--- src/hdl/spq_pkg.sv ---
// ----------------------------------------------------------------------------
// spq_pkg
// Types and codes shared by the sorted priority queue and its cells.
// ----------------------------------------------------------------------------
package spq_pkg;

  localparam int unsigned DATA_W = 32;

  typedef enum logic {
    REQ_INSERT = 1'b0,
    REQ_REMOVE = 1'b1
  } req_t;

  typedef enum logic [1:0] {
    ST_DONE       = 2'd0,
    ST_FULL       = 2'd1,
    ST_EMPTY      = 2'd2,
    ST_RESERVED   = 2'd3
  } status_t;

  typedef struct packed {
    logic signed [DATA_W-1:0] val;
    logic signed [DATA_W-1:0] prio;
  } entry_t;

  // broadcast from the top to every cell
  typedef struct packed {
    logic   ins;
    logic   rem;
    entry_t entry;
  } cell_cmd_t;

endpackage

--- src/hdl/spq_cell.sv ---
// ----------------------------------------------------------------------------
// spq_cell
// One slot of the sorted store. Keeps its entry, takes the new item, or
// takes its neighbor's entry to open or close a gap.
// ----------------------------------------------------------------------------
module spq_cell (
  input  logic               clk,
  input  spq_pkg::cell_cmd_t cmd,
  input  logic               occupied,
  input  logic               prev_ge,
  input  spq_pkg::entry_t    prev_entry,
  input  spq_pkg::entry_t    next_entry,
  output logic               ge,
  output spq_pkg::entry_t    entry
);

  spq_pkg::entry_t entry_r;

  // stays ahead of the new item when its priority is greater or equal
  assign ge    = occupied && (entry_r.prio >= cmd.entry.prio);
  assign entry = entry_r;

  always_ff @(posedge clk) begin
    if (cmd.ins) begin
      if (!ge) begin
        entry_r <= prev_ge ? cmd.entry : prev_entry;
      end
    end else if (cmd.rem) begin
      entry_r <= next_entry;
    end
  end

endmodule

--- src/hdl/sorted_priority_queue.sv ---
// ----------------------------------------------------------------------------
// sorted_priority_queue
// Bounded priority queue held sorted by descending priority in a row of
// cells. Every cell compares its priority with the new item in parallel, so
// one insert or remove is taken each clock: busy stays low and an item is
// accepted whenever start is high. Its result appears one cycle later with
// out_valid high for that single cycle and must be captured then, as the
// receiver cannot stall the block. Equal priorities leave in arrival order.
// ----------------------------------------------------------------------------
module sorted_priority_queue #(
  parameter int unsigned QUEUE_DEPTH = 16
) (
  input  logic                                   clk,
  input  logic                                   rst_n,
  input  logic                                   start,
  output logic                                   busy,
  input  logic                                   in_req_type,
  input  logic signed [spq_pkg::DATA_W-1:0]      in_item_value,
  input  logic signed [spq_pkg::DATA_W-1:0]      in_item_priority,
  output logic                                   out_valid,
  output logic signed [spq_pkg::DATA_W-1:0]      out_head_value,
  output logic signed [spq_pkg::DATA_W-1:0]      out_head_priority,
  output logic [1:0]                             out_status,
  output logic [$clog2(QUEUE_DEPTH+1)-1:0]       out_occupancy
);

  localparam int unsigned CNT_W = $clog2(QUEUE_DEPTH + 1);

  logic [CNT_W-1:0]   count_r, count_nxt;
  logic               valid_r;
  spq_pkg::entry_t    head_r, head_nxt;
  spq_pkg::status_t   status_r, status_nxt;

  logic               accept, is_ins, is_rem, full, empty;
  spq_pkg::cell_cmd_t cmd;

  spq_pkg::entry_t    entries [QUEUE_DEPTH];
  logic               ge      [QUEUE_DEPTH];

  assign busy   = 1'b0;
  assign accept = start && !busy;
  assign is_ins = accept && (spq_pkg::req_t'(in_req_type) == spq_pkg::REQ_INSERT);
  assign is_rem = accept && (spq_pkg::req_t'(in_req_type) == spq_pkg::REQ_REMOVE);
  assign full   = (count_r == CNT_W'(QUEUE_DEPTH));
  assign empty  = (count_r == '0);

  assign cmd.ins        = is_ins && !full;
  assign cmd.rem        = is_rem && !empty;
  assign cmd.entry.val  = in_item_value;
  assign cmd.entry.prio = in_item_priority;

  genvar gi;
  generate
    for (gi = 0; gi < QUEUE_DEPTH; gi++) begin : g_cell
      spq_cell u_cell (
        .clk        (clk),
        .cmd        (cmd),
        .occupied   (CNT_W'(gi) < count_r),
        .prev_ge    ((gi == 0) ? 1'b1 : ge[(gi == 0) ? 0 : gi-1]),
        .prev_entry (entries[(gi == 0) ? 0 : gi-1]),
        .next_entry (entries[(gi == QUEUE_DEPTH-1) ? gi : gi+1]),
        .ge         (ge[gi]),
        .entry      (entries[gi])
      );
    end
  endgenerate

  always_comb begin
    count_nxt  = count_r;
    head_nxt   = '0;
    status_nxt = spq_pkg::ST_DONE;
    if (is_ins && full) begin
      status_nxt = spq_pkg::ST_FULL;
    end else if (is_rem && empty) begin
      status_nxt = spq_pkg::ST_EMPTY;
    end else if (cmd.ins) begin
      count_nxt = count_r + CNT_W'(1);
    end else if (cmd.rem) begin
      count_nxt = count_r - CNT_W'(1);
      head_nxt  = entries[0];
    end
  end

  always_ff @(posedge clk) begin
    if (!rst_n) begin
      count_r <= '0;
      valid_r <= 1'b0;
    end else begin
      count_r <= count_nxt;
      valid_r <= accept;
    end
  end

  always_ff @(posedge clk) begin
    head_r   <= head_nxt;
    status_r <= status_nxt;
  end

  assign out_valid         = valid_r;
  assign out_head_value    = head_r.val;
  assign out_head_priority = head_r.prio;
  assign out_status        = status_r;
  assign out_occupancy     = count_r;

endmodule
--- config.mk ---
export PLATFORM = sky130hd
export DESIGN_NAME = sorted_priority_queue
export DESIGN_NICKNAME = d
export VERILOG_FILES = /design/src/hdl/spq_pkg.sv /design/src/hdl/spq_cell.sv /design/src/hdl/sorted_priority_queue.sv
export SDC_FILE = /design/constraint.sdc
export NUM_CORES = 2
export LEC_CHECK = 0
export ABC_CLOCK_PERIOD_IN_PS = 6240
export BUFFER_PORTS_ARGS = -buffer_cell sky130_fd_sc_hd__buf_2
export CAP_MARGIN = 15
export CORE_MARGIN = 2
export CORE_UTILIZATION = 51
export DETAILED_ROUTE_END_ITERATION = 12
export HOLD_SLACK_MARGIN = 0.05
export MAX_ROUTING_LAYER = met4
export PLACE_DENSITY = 0.67
export SKIP_LAST_GASP = 1
export SYNTH_ARGS = -nofsm -noshare
export SYNTH_HDL_FRONTEND = slang
export SYNTH_HIERARCHICAL = 1
export SYNTH_SLANG_ARGS = --single-unit
--- constraint.sdc ---
create_clock -name clk -period 6.24 [get_ports clk]
set_input_delay 0.936 -clock clk [delete_from_list [all_inputs] [get_ports clk]]
set_output_delay 0.936 -clock clk [all_outputs]
set_load 0.02 [all_outputs]
==> flow_summary.toml <==
[power]
leakagePower_nw = 28.7
p_clk_frac = 0.312
p_comb_frac = 0.238
report.power.total_mw = 23.0
p_sw_mw = 7.19
sw_frac_of_total = 0.313
power.density_nw_per_um2 = 309
pwr-share-seq = 0.450
peakVddDrop_uv = 276
p_int_mw = 15.8

[detailed_routing]
drcViolationCount = 0
drtIter0Drc = 4849
viasPerCell = 5.70
drtAntennaViolNets = 0
drt_wl_total_um = 168000
wl_per_cell_um = 20.0
dr.pass1.iters = 6
vias = 47875

[cells_and_area]
drive_gt1_frac = 0.0839
layout_common_cells = "1220 x a21oi_1, 1050 x nor2_1, 1031 x mux2i_1, 1024 x edfxtp_1, 521 x inv_1"
fillers = 11267
area_delta_synth_final_pct = 10.0
finalNonFillerCells = 8397
fin_area_um2 = 74400
layout_commonest_cell = "a21oi_1"
layout.nets = 7116

[timing]
period_share = 0.656
setup_viol = 0
max_slew_margin = 0.103
worstMarginPinSlew_ps = 1330
finalMaxSlewViolations = 0
rsz0062_at_grt = "no"
max_freq_mhz = 244
finalHoldViolCount = 0
finalClockSkew_ps = 52.8
tns_ps = 0
period_minus_slack_ps = 4090

[hold_path]
hold_class = "input port to register"

[placement]
dp_hpwl_um = 119000
placed_area_um2 = 70400
place_congestion = 0.899
dp.cells = 8166
io_buffers = 139

[yosys]
syn_area_per_cell_um2 = 10.4
yosys_warnings = 6
synth_area_um2 = 67600
synth_nets = 7102
synthCells = 6518

[clock_network]
cts_buffers = 119
cts_num_sinks = 1096
root_buffer = "clkbuf_16"
cts_resized = 0
cts_buffer_depth = 3
cts_tree = "yes"
htreeDepth = 3
clkSlewWorstSetupHoldPaths_ps = 60
cts_setup_buffers = 0
clock_latency_ps = 760
hold_buffers = 0

[critical_path]
critPathMaxFanout = 64
ff2ff_setup_slack_ps = 2160
cpMaxStageDelayCell = "nor4b_2"
critPathKind = "input port to register"
start_kind = "input port"
cpMostUsedCell = "nor3b_2"
critPathCaptureType = "register"
crit_chain = "buf_2 -> buf_4 -> inv_1 -> ha_1 -> nand4_1 -> nor4b_2 -> o32ai_1 -> nor3b_2 -> nor3b_2 -> buf_12 -> mux2i_1 -> a21oi_1"
critical_path_required_ps = 6690
crit_arrival_ps = 4540
crit_path_max_incr_delay_ps = 550
cp_top_family = "buffers and inverters"
critPathBufInv = 4

[floorplan]
fp.dieW_um = 368
start_util = 0.514
coreArea_um2 = 131000
num_io_pins = 141
fp.dieH_um = 368
die_area_um2 = 135000
rows = 133

[grt]
antenna_found_initial = 8
grt_pass1_vias = 45477
grt_pass1_wl_um = 262000
overflow = 0
grt_max_degree = 257
track_usage = 0.248

[outcome]
status = "completed"

[run]
max-cap-violations = 0
==> final timing paths <==
| check | start | endpoint | depth (start not counted) |
|---|---|---|---|
| setup reg to reg | out_occupancy[4]$_SDFFE_PN0P_ | g_cell[7].u_cell/entry[30]$_DFFE_PP_ | 5 |
| setup / recovery | in_item_priority[31] | g_cell[1].u_cell/entry[11]$_DFFE_PP_ | 12 |
| hold / removal | start | out_valid$_SDFF_PN0_ | 2 |
| hold reg to reg | g_cell[0].u_cell/entry[57]$_DFFE_PP_ | out_head_value[25]$_SDFF_PP0_ | 1 |
==> metrics by stage <==
step	worst slack, ps	utilization	hold slack, ps
3_3_place_gp	1610	0.535	494
5_1_grt	2020	0.566	457
6_report	2150	0.566	460
4_1_cts	2180	0.565	408
3_5_place_dp	1490	0.535	498
2_1_floorplan	1160	-	471
==> power by group through the flow <==
stage	Sequential (mW)	Clock, mW	Combinational (mW)
floorplan	10.2	0	3.95
global placement	10.4	0	5.23
detailed placement	10.5	0	5.45
CTS	10.3	7.31	5.44
global route	10.5	7.61	6.06
finish	10.3	7.17	5.46
==> state kept, by name (all words and copies together), names as in the netlist <==
| name | count |
|---|---|
| g_cell.u_cell/entry | 1024 |
| out_head_priority | 32 |
| out_head_value | 32 |
| out_occupancy | 5 |
| out_status | 2 |
| out_valid | 1 |
==> routing by layer <==
layer | vias up | global-route usage | part of all wire
met2 | 1550 | 0.346 | 0.41
met4 | 0 | 0.0619 | 0.020
met5 | - | - | 0
met3 | 213 | 0.0333 | 0.075
met1 | 22328 | 0.379 | 0.49
li1 | 23784 | - | -
==> layout make-up <==
class / count / area (µm²) / share of cell area
timing repair buffer: 240 / 1940 / 0.0261
inverter: 521 / 1960 / 0.0263
antenna: 7 / 17.5 / 0.000236
clock buffer: 155 / 3260 / 0.0438
multi-input combinational: 4554 / 32100 / 0.432
clock inverter: 69 / 687 / 0.00924
sequential: 1096 / 32200 / 0.433
tap: 1755 / 2200 / 0.0295
Note: power is estimated with default switching activity, not from simulation.
